--- src/rtl/mecanum_velocity_to_motor_drive_defines.svh ---
// ----------------------------------------------------------------------------
// Mecanum drive assertion macros
// Shared concurrent assertion wrappers for the mecanum drive RTL.
// ----------------------------------------------------------------------------
`ifndef MECANUM_VELOCITY_TO_MOTOR_DRIVE_DEFINES_SVH
`define MECANUM_VELOCITY_TO_MOTOR_DRIVE_DEFINES_SVH

// Checked on every rising clock edge outside reset.
`define MVMD_ASSERT(name, prop, msg) \
  name: assert property (@(posedge clk_i) disable iff (!rst_ni) prop) else $error(msg);

// Checked on every rising clock edge, reset included.
`define MVMD_ASSERT_NORST(name, prop, msg) \
  name: assert property (@(posedge clk_i) prop) else $error(msg);

`endif

--- src/rtl/mvmd_pkg.sv ---
// ----------------------------------------------------------------------------
// Mecanum drive package
// Widths, word types, register indexes and wheel constants.
// ----------------------------------------------------------------------------
package mvmd_pkg;

  localparam int unsigned SpeedW    = 24;  // Q8.16 body velocity
  localparam int unsigned GeomW     = 16;  // Q0.16 geometry sum
  localparam int unsigned GainW     = 24;  // Q0.24 wheel gain
  localparam int unsigned FracW     = 16;
  localparam int unsigned ProdW     = SpeedW + GeomW;  // turn product
  localparam int unsigned WheelW    = SpeedW + 2;      // sum of three terms
  localparam int unsigned MagW      = WheelW - 1;      // |wheel| fits unsigned
  localparam int unsigned CntW      = MagW;            // (mag * gain) >> 24
  localparam int unsigned DutyW     = 15;
  localparam int unsigned DutyLimit = 16800;
  localparam int unsigned NumWheels = 4;
  localparam int unsigned CfgIdxW   = 3;

  // Wheel lanes: 0 front left, 1 front right, 2 rear left, 3 rear right.
  localparam logic [NumWheels-1:0] WheelSideNeg = 4'b1001;  // subtract sideways
  localparam logic [NumWheels-1:0] WheelTurnNeg = 4'b0101;  // subtract turn term
  localparam logic [NumWheels-1:0] WheelRight   = 4'b1010;  // inverted polarity

  typedef enum logic [CfgIdxW-1:0] {
    CfgGeometrySum   = 3'd0,
    CfgGainFrontLeft = 3'd1,
    CfgGainFrontRight = 3'd2,
    CfgGainRearLeft  = 3'd3,
    CfgGainRearRight = 3'd4
  } cfg_idx_e;

  typedef logic signed [WheelW-1:0] wheel_t;

  typedef struct packed {
    logic [GeomW-1:0]                  geometry_sum;
    logic [NumWheels-1:0][GainW-1:0]   gain;
  } cfg_t;

  typedef struct packed {
    logic signed [SpeedW-1:0] forward_speed;
    logic signed [SpeedW-1:0] sideways_speed;
    logic signed [SpeedW-1:0] turn_rate;
  } in_t;

  typedef struct packed {
    logic [DutyW-1:0] front_left_duty;
    logic [DutyW-1:0] front_right_duty;
    logic [DutyW-1:0] rear_left_duty;
    logic [DutyW-1:0] rear_right_duty;
    logic             front_left_in1;
    logic             front_left_in2;
    logic             front_right_in1;
    logic             front_right_in2;
    logic             rear_left_in1;
    logic             rear_left_in2;
    logic             rear_right_in1;
    logic             rear_right_in2;
  } out_t;

endpackage

--- src/rtl/mvmd_cfg.sv ---
// ----------------------------------------------------------------------------
// Mecanum drive configuration registers
// Decodes register writes into geometry and per-wheel gain registers.
// ----------------------------------------------------------------------------
module mvmd_cfg import mvmd_pkg::*; (
  input  logic               clk_i,
  input  logic               rst_ni,
  input  logic               cfg_valid_i,
  output logic               cfg_ready_o,
  input  logic [CfgIdxW-1:0] cfg_index_i,
  input  logic [GainW-1:0]   cfg_data_i,
  output cfg_t               cfg_o
);

  cfg_t cfg_q, cfg_d;

  assign cfg_ready_o = 1'b1;

  always_comb begin
    cfg_d = cfg_q;
    if (cfg_valid_i) begin
      unique case (cfg_idx_e'(cfg_index_i))
        CfgGeometrySum:    cfg_d.geometry_sum = cfg_data_i[GeomW-1:0];
        CfgGainFrontLeft:  cfg_d.gain[0]      = cfg_data_i;
        CfgGainFrontRight: cfg_d.gain[1]      = cfg_data_i;
        CfgGainRearLeft:   cfg_d.gain[2]      = cfg_data_i;
        CfgGainRearRight:  cfg_d.gain[3]      = cfg_data_i;
        default:           cfg_d = cfg_q;  // drop writes past the map
      endcase
    end
  end

  always_ff @(posedge clk_i or negedge rst_ni) begin
    if (!rst_ni) begin
      cfg_q <= '0;
    end else begin
      cfg_q <= cfg_d;
    end
  end

  assign cfg_o = cfg_q;

endmodule

--- config.mk ---
export PLATFORM = sky130hd
export DESIGN_NAME = mvmd_cfg
export DESIGN_NICKNAME = d
export VERILOG_FILES = /design/src/rtl/mecanum_velocity_to_motor_drive_defines.svh /design/src/rtl/mvmd_pkg.sv /design/src/rtl/mvmd_cfg.sv
export SDC_FILE = /design/constraint.sdc
export NUM_CORES = 1
export LEC_CHECK = 0
export BUFFER_PORTS_ARGS = -buffer_cell sky130_fd_sc_hd__buf_2
export CORE_UTILIZATION = 45
export CTS_CLUSTER_DIAMETER = 40
export DETAILED_ROUTE_END_ITERATION = 10
export PLACE_DENSITY = 0.85
export SETUP_SLACK_MARGIN = 0.05
export SLEW_MARGIN = 20
export SYNTH_ARGS = -nofsm -noshare
export SYNTH_HDL_FRONTEND = slang
export SYNTH_SLANG_ARGS = --single-unit
--- constraint.sdc ---
create_clock -name clk_i -period 0.8 [get_ports clk_i]
set_input_delay 0.08 -clock clk_i [delete_from_list [all_inputs] [get_ports clk_i]]
set_output_delay 0.08 -clock clk_i [all_outputs]
set_load 0.02 [all_outputs]
==> metrics.cfg <==
[yosys]
ys_seq_area_share_pct=65.8
synth.distinct_cells=11
synth_area_leader_cell=dfrtp_1
synthTopCellsByArea=dfrtp_1 (66%), mux2_2 (30%), buf_6 (2.1%), nor4b_4 (0.56%), buf_2 (0.47%)
ys.flop_type=dfrtp_1
syn_area_um2=4260
synthTopCellsByCount=dfrtp_1 (112), mux2_2 (112), buf_6 (8)
postSynthCellCount=243
synth_top_cell_area_share_pct=65.8
yosys_register_bits=112
synth_edf_count=0
syn-num-nets=273
synth_area_per_cell_um2=17.5
async_flop_share_pct=100
ys_warn_count=0

[worst_hold_path]
whs_path_depth=2
hold_path_class=in -> reg
hold_path_end=cfg_o[94]
hp-start=cfg_data_i[22]

[detailed_routing]
wl_um=14600
drc=0
routedWlPerCell_um=23.9
drt_first_pass_iters=4
num_vias=3196
postRouteAntennaNets=0
drt_iter0_drc=70
via_per_inst=5.24

[worst_setup_path]
cp_slowest_cell=dfrtp_1
crit_required_ns=0.72
critPathArrivalTime_ns=0.97
worstSetupEndpointType=primary output
r2r_start=cfg_o[34]
crit_path_start=cfg_o[31]
cp_top_family=flip-flops
crit_chain=buf_6
ff2ff_path_depth=2
r2r_slack_ns=-0.16
cp_max_fo=2
critPathLaunchType=flip-flop
max_stage_delay_ns=0.44
r2r_end=cfg_o[34]
path_buf_inv=1
path_class=reg -> out

[timing]
finalCritPeriodShare_pct=131
tns_ns=-34.96
period_needed_ns=1.05
fin_worst_skew_ns=0
fmaxAchievable_mhz=956
worst_slack_ns=-0.246
setup_viol=208
final_max_slew_viol_count=0
hold_viol_final=0
whs_ns=0.00508
rsz0062_at_grt=true

[pwr]
total_power_mw=20.0
p_leak_nw=3.77
p_per_area_nw_per_um2=2620
max-vdd-ir-drop_mv=1.72

[job]
drv_cap=0

[clock_tree]
numCtsBuffers=9
clock_latency_ns=0.35
clock_path_buffers=2
tritoncts=yes
clock-sinks=112
root_buffer=clkbuf_8
htree_levels=3
clk_pin_slew_worst_paths_ns=0.11

[die]
start_util_pct=46.3
die_h_um=99.3
rows=35
die_x_um=99.3
coreArea_um2=9200
ioPinCount=143
die_area_um2=9860

[place]
gp_congestion=0.752
placed_area_um2=5520
hpwl_um=6820
pre_cts_ws_ns=-0.507
dp_cells=498
port_buffers=141

[run_status]
status=complete, but fails checks
violations=setup timing

[cells_and_area]
largest_reg_flops=112
final_area_um2=7620
post-route-util_pct=82.9
drive_gt1_share_pct=76.2
nets=524
n_antenna_cell=0
area_delta_synth_final_pct=79.0
stdcell_count=610

[grt]
grt_max_degree=47
grt_usage_pct=28.2
grt.overflow.total=0
antenna_found_initial=0
grt_pass1_wl_um=20500
grt_pass1_vias=3545

## metal layers
| layer | global-route usage, % | routed length (µm) |
|---|---|---|
| met2 | 49.7 | 7560 |
| met4 | 10.3 | 307 |
| met5 | 0 | 0 |
| met3 | 7.38 | 1060 |
| met1 | 33.3 | 5680 |
## worst max path at each step
stage | end | slack, ns | cells after the start
floorplan | cfg_o[100] | -0.36 | 3
detailed placement | cfg_o[32] | -0.51 | 4
global route | cfg_o[31] | -0.28 | 1
finish | cfg_o[31] | -0.25 | 1
CTS | cfg_o[10] | -0.23 | 1
global placement | cfg_o[46] | -0.47 | 4
## what timing repair did
item,in CTS,in global routing
resized for setup,281,48
cloned,6,1
buffers inserted,59,24
pin swaps,3,3
hold endpoints to repair,152,5
hold buffers,7,1
setup endpoints to repair,217,224
## layout make-up
type / instances / area, µm²
clock buffers: 12 / 145
clock inverters: 4 / 30.0
fillers: 390 / 1570
multi-input cells: 118 / 1780
flip-flops and latches: 112 / 2810
well taps: 111 / 139
repair buffers: 253 / 2720
## cells by family after synthesis
group | Yosys count | share of synthesized area (%)
mux | 112 | 29.6
flops | 112 | 65.8
buf+inv | 13 | 2.76
simple gates | 5 | 1.73
other cells | 1 | 0.0880
## layout by cell type, fill, tap and decap left out
| cell type | netlist | final |
|---|---|---|
| clkbuf_8 | 0 | 10 |
| clkinv_4 | 0 | 2 |
| clkinv_2 | 0 | 1 |
| buf_6 | 8 | 157 |
| buf_2 | 4 | 24 |
| mux2_4 | 0 | 109 |
| buf_12 | 0 | 15 |
| clkbuf_16 | 0 | 2 |
| buf_16 | 0 | 1 |
| clkinvlp_4 | 0 | 1 |
| mux2_2 | 112 | 3 |
| and4bb_4 | 0 | 2 |
| nand4b_4 | 0 | 1 |
| dlygate4sd3_1 | 0 | 8 |
| nor4b_4 | 1 | 1 |
| buf_4 | 1 | 42 |
| clkbuf_1 | 0 | 2 |
| buf_8 | 0 | 4 |
| dfrtp_1 | 112 | 108 |
| conb_1 | 1 | 1 |
| dfrtp_2 | 0 | 4 |
| nor4bb_4 | 0 | 1 |
## where the power goes
part	total, mW	leakage, nW	internal [mW]	switching (mW)
Clock	3.14	0.0866	1.23	1.90
Sequential	8.13	1.34	6.92	1.21
Combinational	8.73	2.35	5.34	3.39
Total	20.0	3.77	13.5	6.50
(Power assumes the default switching activity.)
