==> src/rtl/mecanum_velocity_to_motor_drive_defines.svh <==
// ----------------------------------------------------------------------------
// Mecanum drive assertion macros
// Shared concurrent assertion wrappers for the mecanum drive RTL.
// ----------------------------------------------------------------------------
`ifndef MECANUM_VELOCITY_TO_MOTOR_DRIVE_DEFINES_SVH
`define MECANUM_VELOCITY_TO_MOTOR_DRIVE_DEFINES_SVH

// Checked on every rising clock edge outside reset.
`define MVMD_ASSERT(name, prop, msg) \
  name: assert property (@(posedge clk_i) disable iff (!rst_ni) prop) else $error(msg);

// Checked on every rising clock edge, reset included.
`define MVMD_ASSERT_NORST(name, prop, msg) \
  name: assert property (@(posedge clk_i) prop) else $error(msg);

`endif

==> src/rtl/mvmd_pkg.sv <==
// ----------------------------------------------------------------------------
// Mecanum drive package
// Widths, word types, register indexes and wheel constants.
// ----------------------------------------------------------------------------
package mvmd_pkg;

  localparam int unsigned SpeedW    = 24;  // Q8.16 body velocity
  localparam int unsigned GeomW     = 16;  // Q0.16 geometry sum
  localparam int unsigned GainW     = 24;  // Q0.24 wheel gain
  localparam int unsigned FracW     = 16;
  localparam int unsigned ProdW     = SpeedW + GeomW;  // turn product
  localparam int unsigned WheelW    = SpeedW + 2;      // sum of three terms
  localparam int unsigned MagW      = WheelW - 1;      // |wheel| fits unsigned
  localparam int unsigned CntW      = MagW;            // (mag * gain) >> 24
  localparam int unsigned DutyW     = 15;
  localparam int unsigned DutyLimit = 16800;
  localparam int unsigned NumWheels = 4;
  localparam int unsigned CfgIdxW   = 3;

  // Wheel lanes: 0 front left, 1 front right, 2 rear left, 3 rear right.
  localparam logic [NumWheels-1:0] WheelSideNeg = 4'b1001;  // subtract sideways
  localparam logic [NumWheels-1:0] WheelTurnNeg = 4'b0101;  // subtract turn term
  localparam logic [NumWheels-1:0] WheelRight   = 4'b1010;  // inverted polarity

  typedef enum logic [CfgIdxW-1:0] {
    CfgGeometrySum   = 3'd0,
    CfgGainFrontLeft = 3'd1,
    CfgGainFrontRight = 3'd2,
    CfgGainRearLeft  = 3'd3,
    CfgGainRearRight = 3'd4
  } cfg_idx_e;

  typedef logic signed [WheelW-1:0] wheel_t;

  typedef struct packed {
    logic [GeomW-1:0]                  geometry_sum;
    logic [NumWheels-1:0][GainW-1:0]   gain;
  } cfg_t;

  typedef struct packed {
    logic signed [SpeedW-1:0] forward_speed;
    logic signed [SpeedW-1:0] sideways_speed;
    logic signed [SpeedW-1:0] turn_rate;
  } in_t;

  typedef struct packed {
    logic [DutyW-1:0] front_left_duty;
    logic [DutyW-1:0] front_right_duty;
    logic [DutyW-1:0] rear_left_duty;
    logic [DutyW-1:0] rear_right_duty;
    logic             front_left_in1;
    logic             front_left_in2;
    logic             front_right_in1;
    logic             front_right_in2;
    logic             rear_left_in1;
    logic             rear_left_in2;
    logic             rear_right_in1;
    logic             rear_right_in2;
  } out_t;

endpackage

==> src/rtl/mvmd_kin.sv <==
// ----------------------------------------------------------------------------
// Mecanum drive kinematics stages
// Three stages: turn product, truncation toward zero, per-wheel sums.
// ----------------------------------------------------------------------------
module mvmd_kin import mvmd_pkg::*; (
  input  logic   clk_i,
  input  logic   rst_ni,
  input  cfg_t   cfg_i,
  input  logic   in_valid_i,
  output logic   in_ready_o,
  input  in_t    in_i,
  output logic   out_valid_o,
  input  logic   out_ready_i,
  output wheel_t wheel_o [NumWheels]
);

  logic v1_q, v2_q, v3_q;
  logic rdy1, rdy2, rdy3;

  logic signed [SpeedW-1:0] x1_q, y1_q, x2_q, y2_q;
  logic signed [ProdW-1:0]  p1_q, p1_d;
  logic signed [SpeedW-1:0] t2_q, t2_d;
  wheel_t                   w3_q [NumWheels];
  wheel_t                   w3_d [NumWheels];

  logic signed [ProdW:0]    prod_full;
  logic signed [ProdW-1:0]  biased;
  wheel_t                   xs, ys, ts;

  assign rdy3       = !v3_q || out_ready_i;
  assign rdy2       = !v2_q || rdy3;
  assign rdy1       = !v1_q || rdy2;
  assign in_ready_o = rdy1;

  // Stage 1: geometry times turn rate.
  always_comb begin
    prod_full = $signed({1'b0, cfg_i.geometry_sum}) * $signed(in_i.turn_rate);
    p1_d      = prod_full[ProdW-1:0];
  end

  // Stage 2: bias negative products so the arithmetic shift rounds toward zero.
  always_comb begin
    biased = p1_q + (p1_q[ProdW-1] ? {{(ProdW-FracW){1'b0}}, {FracW{1'b1}}} : '0);
    t2_d   = biased[ProdW-1:FracW];
  end

  // Stage 3: x +/- y +/- t per wheel.
  always_comb begin
    xs = WheelW'(x2_q);
    ys = WheelW'(y2_q);
    ts = WheelW'(t2_q);
    for (int k = 0; k < NumWheels; k++) begin
      w3_d[k] = xs + (WheelSideNeg[k] ? -ys : ys) + (WheelTurnNeg[k] ? -ts : ts);
    end
  end

  always_ff @(posedge clk_i or negedge rst_ni) begin
    if (!rst_ni) begin
      v1_q <= 1'b0;
      v2_q <= 1'b0;
      v3_q <= 1'b0;
    end else begin
      if (rdy1) v1_q <= in_valid_i;
      if (rdy2) v2_q <= v1_q;
      if (rdy3) v3_q <= v2_q;
    end
  end

  always_ff @(posedge clk_i) begin
    if (rdy1 && in_valid_i) begin
      p1_q <= p1_d;
      x1_q <= in_i.forward_speed;
      y1_q <= in_i.sideways_speed;
    end
    if (rdy2 && v1_q) begin
      t2_q <= t2_d;
      x2_q <= x1_q;
      y2_q <= y1_q;
    end
    if (rdy3 && v2_q) begin
      w3_q <= w3_d;
    end
  end

  assign out_valid_o = v3_q;
  assign wheel_o     = w3_q;

endmodule

==> config.mk <==
export PLATFORM = sky130hd
export DESIGN_NAME = mvmd_kin
export DESIGN_NICKNAME = d
export VERILOG_FILES = /design/src/rtl/mecanum_velocity_to_motor_drive_defines.svh /design/src/rtl/mvmd_pkg.sv /design/src/rtl/mvmd_kin.sv
export SDC_FILE = /design/constraint.sdc
export NUM_CORES = 1
export LEC_CHECK = 0
export BUFFER_PORTS_ARGS = -buffer_cell sky130_fd_sc_hd__buf_2
export CORE_UTILIZATION = 45
export CTS_CLUSTER_DIAMETER = 40
export DETAILED_ROUTE_END_ITERATION = 10
export GPL_TIMING_DRIVEN = 0
export SYNTH_ARGS = -nofsm -noshare
export SYNTH_HDL_FRONTEND = slang
export SYNTH_SLANG_ARGS = --single-unit
==> constraint.sdc <==
create_clock -name clk_i -period 8 [get_ports clk_i]
set_clock_uncertainty 0.1 [all_clocks]
set_input_delay 0.8 -clock clk_i [delete_from_list [all_inputs] [get_ports clk_i]]
set_output_delay 0.8 -clock clk_i [all_outputs]
set_load 0.05 [all_outputs]
==> implementation parameters <==
Parameter                              Value

Run status
  Result of the run ... finished clean

Setup path
  Family with the most delay on the worst path ... adder cells
  Slowest stage cell, crit path ... sky130_fd_sc_hd__fa_1
  Crit-path max cell delay ... 650 ps
  Worst Path Class, Setup ... in2reg
  Cell repeated most along the worst path ... sky130_fd_sc_hd__fa_1
  Startpoint class of the critical path ... input port
  Crit path DAT ... between 7000 and 8000 ps
  Kind of end point of the critical path ... register
  Buffering stage count on the worst path with inverters included ... 5
  Data required time at the worst endpoint ... 8160 ps
  Highest net fanout along the worst path ... 10
  Ordered cell list for the critical path ... buf_2 -> clkbuf_1 -> nand2_1 -> fa_1 -> inv_1 -> fa_1 -> fa_1 -> fa_1 -> fa_1 -> inv_1 -> fa_1 -> inv_1 -> ha_1 -> a21o_1 -> a21o_1 -> a221oi_1 -> o2111a_1 -> o31ai_1 -> a211o_1 -> a31o_2 -> a21oi_1 -> xnor2_1

Cells and area
  Commonest cells after routing, fill and taps aside ... sky130_fd_sc_hd__inv_1, sky130_fd_sc_hd__fa_1, sky130_fd_sc_hd__nand2_1
  Nets ... between 3,000 and 4,000
  Syn-to-layout area delta ... 11.8%
  Antenna fix cells ... 0
  Fraction of final layout cells with drive strength greater than 1 ... 0.0873
  Post-Layout Inst Area ... 0.0329 mm²
  Number of cells in the finished layout apart from fillers ... 4,038
  Most frequent standard cell in the layout excluding fill and tap cells ... sky130_fd_sc_hd__inv_1

Placed design
  Post-place setup slack ... -191 ps
  Area after detailed placement ... 0.0316 mm²
  Cell count after placement ... 3,968
  Placer Congestion ... around 0.93
  Input/output buffers ... 197
  DP HPWL ... 63.2 mm

Yosys
  Register bit total from synthesis ... 265
  Number of flops mapped to enable cells by yosys ... between 200 and 300
  Area share of the largest cell type after synthesis ... 0.267
  Average cell area after synthesis ... 10.1 µm²
  Synth Net Count ... 3,739
  Synthesized netlist cell count ... 2,913
  Dominant synthesized flop cell ... sky130_fd_sc_hd__edfxtp_1
  Cell types with the largest area share after synthesis ... sky130_fd_sc_hd__edfxtp_1, sky130_fd_sc_hd__fa_1, sky130_fd_sc_hd__ha_1
  Synth warn ... 0
  Netlist area before placement ... about 0.029 mm²
  Count of different cell masters after synthesis ... 64
  Async SR Flop Fraction ... 0.0113
  Sequential area share after synthesis ... 0.270
  Dominant cell type by area after synthesis ... sky130_fd_sc_hd__edfxtp_1

STA
  RSZ-0062 raised after global routing ... false
  Post-route fraction of the period consumed by the critical path ... 0.953
  Final critical-path setup slack ... 375 ps
  Slew at the pin closest to its max-slew limit ... 869 ps
  Final count of hold timing violations ... 0
  Maximum clock rate ... 0.131 GHz
  Max-slew violation total from the final report ... 0
  Clock period minus final worst setup slack ... 7630 ps
  Final setup vio count ... 0
  Post-Route Setup TNS ... 0 ps
  Slew margin rel. ... 0.420

Floorplan
  Overall die area ... 0.0664 mm²
  Die height ... roughly 260 µm
  Effective utilization at floorplan ... 0.456
  Floorplan die width ... 258 µm
  Boundary Pins ... 294
  Site Rows ... 93
  Core ar. ... 0.0646 mm²

Drt
  Total Routed Length ... ~76 mm
  Avg WL per Cell ... 18.8 µm
  Vias per std cell ... 5.24
  Number of remaining DRC errors ... 0
  Total via count in the routed design ... 21,200
  Final antenna-violating net count ... 0
  DRT iter0 DRCs ... 1,235
  Number of iterations in the first detailed-routing pass ... 6

GRT
  Total GRT Usage ... 0.231
  First-pass GRT wire length ... 120 mm
  Grt ovf ... 0
  Initial antenna violation count ... 0
  Via count of the first global-routing pass ... ~22,000
  Pin count of the biggest net entering global routing ... 76

Clock tree
  H-tree levels ... 2
  Clock tree root driver cell ... sky130_fd_sc_hd__clkbuf_16
  Number of buffers created by CTS ... 38
  Worst-path clk slew ... 60 ps
  Clock latency on the worst-skew pair ... 530 ps
  Buffers inserted by post-CTS timing repair ... 0
  Buffer depth of the longest clock path ... 3
  Sink count of the clock tree ... 265
  Clock tree from TritonCTS ... done

Min path
  Class of the tightest hold or removal check ... reg2reg

Run
  Max-cap viol count ... 0
==> worst register-to-register path, cell delays in order (launching register included) <==
cell and delay (ps):
sky130_fd_sc_hd__edfxtp_1 400, sky130_fd_sc_hd__inv_1 80, sky130_fd_sc_hd__ha_1 160, sky130_fd_sc_hd__inv_1 50, sky130_fd_sc_hd__fa_1 400, sky130_fd_sc_hd__a21o_1 190
sky130_fd_sc_hd__a21oi_1 220, sky130_fd_sc_hd__nor2_1 70, sky130_fd_sc_hd__o21a_1 210, sky130_fd_sc_hd__o211ai_1 340, sky130_fd_sc_hd__a21oi_1 150, sky130_fd_sc_hd__o21a_1 240
sky130_fd_sc_hd__or2_2 300, sky130_fd_sc_hd__a211o_1 290, sky130_fd_sc_hd__a21oi_1 280, sky130_fd_sc_hd__ha_1 350, sky130_fd_sc_hd__a21oi_1 150, sky130_fd_sc_hd__nor2b_1 80
sky130_fd_sc_hd__or4_1 410, sky130_fd_sc_hd__a211oi_1 360, sky130_fd_sc_hd__nor2_1 100, sky130_fd_sc_hd__o41ai_1 360, sky130_fd_sc_hd__xnor2_1 110
==> Yosys cell counts, drive strengths merged, types with 11 or more instances <==
cell type,number
o21a,23
or3,16
xnor2,158
nand2,308
nor2,110
clkbuf,72
nor4,11
o31ai,11
ha,260
edfxtp,262
and3,11
a21o,59
a21oi,142
nor3,45
nand3,30
o21bai,35
xor2,61
and2,155
nand2b,28
nand4,13
fa,378
a211oi,13
inv,524
nor2b,15
o21ai,67
==> sequential cells by signal, indices dropped and copies added, names as in the netlist <==
name	flops
out_valid_o	1
v2_q	1
p1_q	40
t2_q	24
x2_q	24
v1_q	1
y1_q	24
y2_q	24
wheel_o	102
x1_q	24
==> kinds of logic after synthesis <==
| family | Yosys count | synth area share |
|---|---|---|
| xor+xnor | 221 | 0.0667 |
| fa+ha+maj | 638 | 0.368 |
| simple gates | 758 | 0.124 |
| flops | 265 | 0.270 |
| buf+inv | 599 | 0.0767 |
| mux | 1 | 0.000340 |
| compound gates | 431 | 0.0949 |
==> final cells by class <==
| class | instances | area (µm²) |
|---|---|---|
| fillers | 6015 | 31700 |
| multi-input cells | 2049 | 19200 |
| flip-flops and latches | 265 | 7940 |
| inverters | 524 | 1970 |
| repair buffers | 201 | 1080 |
| well taps | 855 | 1070 |
| clock buffers | 42 | 1030 |
| clock inverters | 27 | 299 |
| plain buffers | 75 | 290 |
==> path summary, 6_finish.rpt <==
path | from | slack (ps) | depth (start not counted) | to
setup / recovery | cfg_i[99] | 370 | 22 | p1_q[38]
hold / removal | x1_q[15] | 320 | 0 | x2_q[15]
setup reg to reg | x2_q[0] | 2320 | 22 | wheel_o[24]
hold reg to reg | x1_q[15] | 320 | 0 | x2_q[15]
max in group asynchronous | rst_ni | 7190 | 2 | v1_q
min in group asynchronous | rst_ni | 490 | 2 | out_valid_o
==> routing by layer <==
layer  share of wire  track usage
met1            0.44        0.310
met2            0.47        0.393
met3           0.060       0.0283
met4           0.028       0.0697
met5               0            0
==> per-stage QoR <==
step                      hold slack, ps   util
after floorplan                      300      -
after global placement               302  0.487
after detailed placement             305  0.489
after CTS                            313  0.510
after global routing                 323  0.510
final                                316  0.510
==> timing repair <==
| action | in CTS | in global routing |
|---|---|---|
| resized for setup | 0 | 0 |
| hold endpoints to repair | 3 | 0 |
| hold buffers | 1 | 0 |
Power is left out: the tool's default activity adds up to more than one toggle a clock period on the data nets, which glitch-free logic cannot reach.
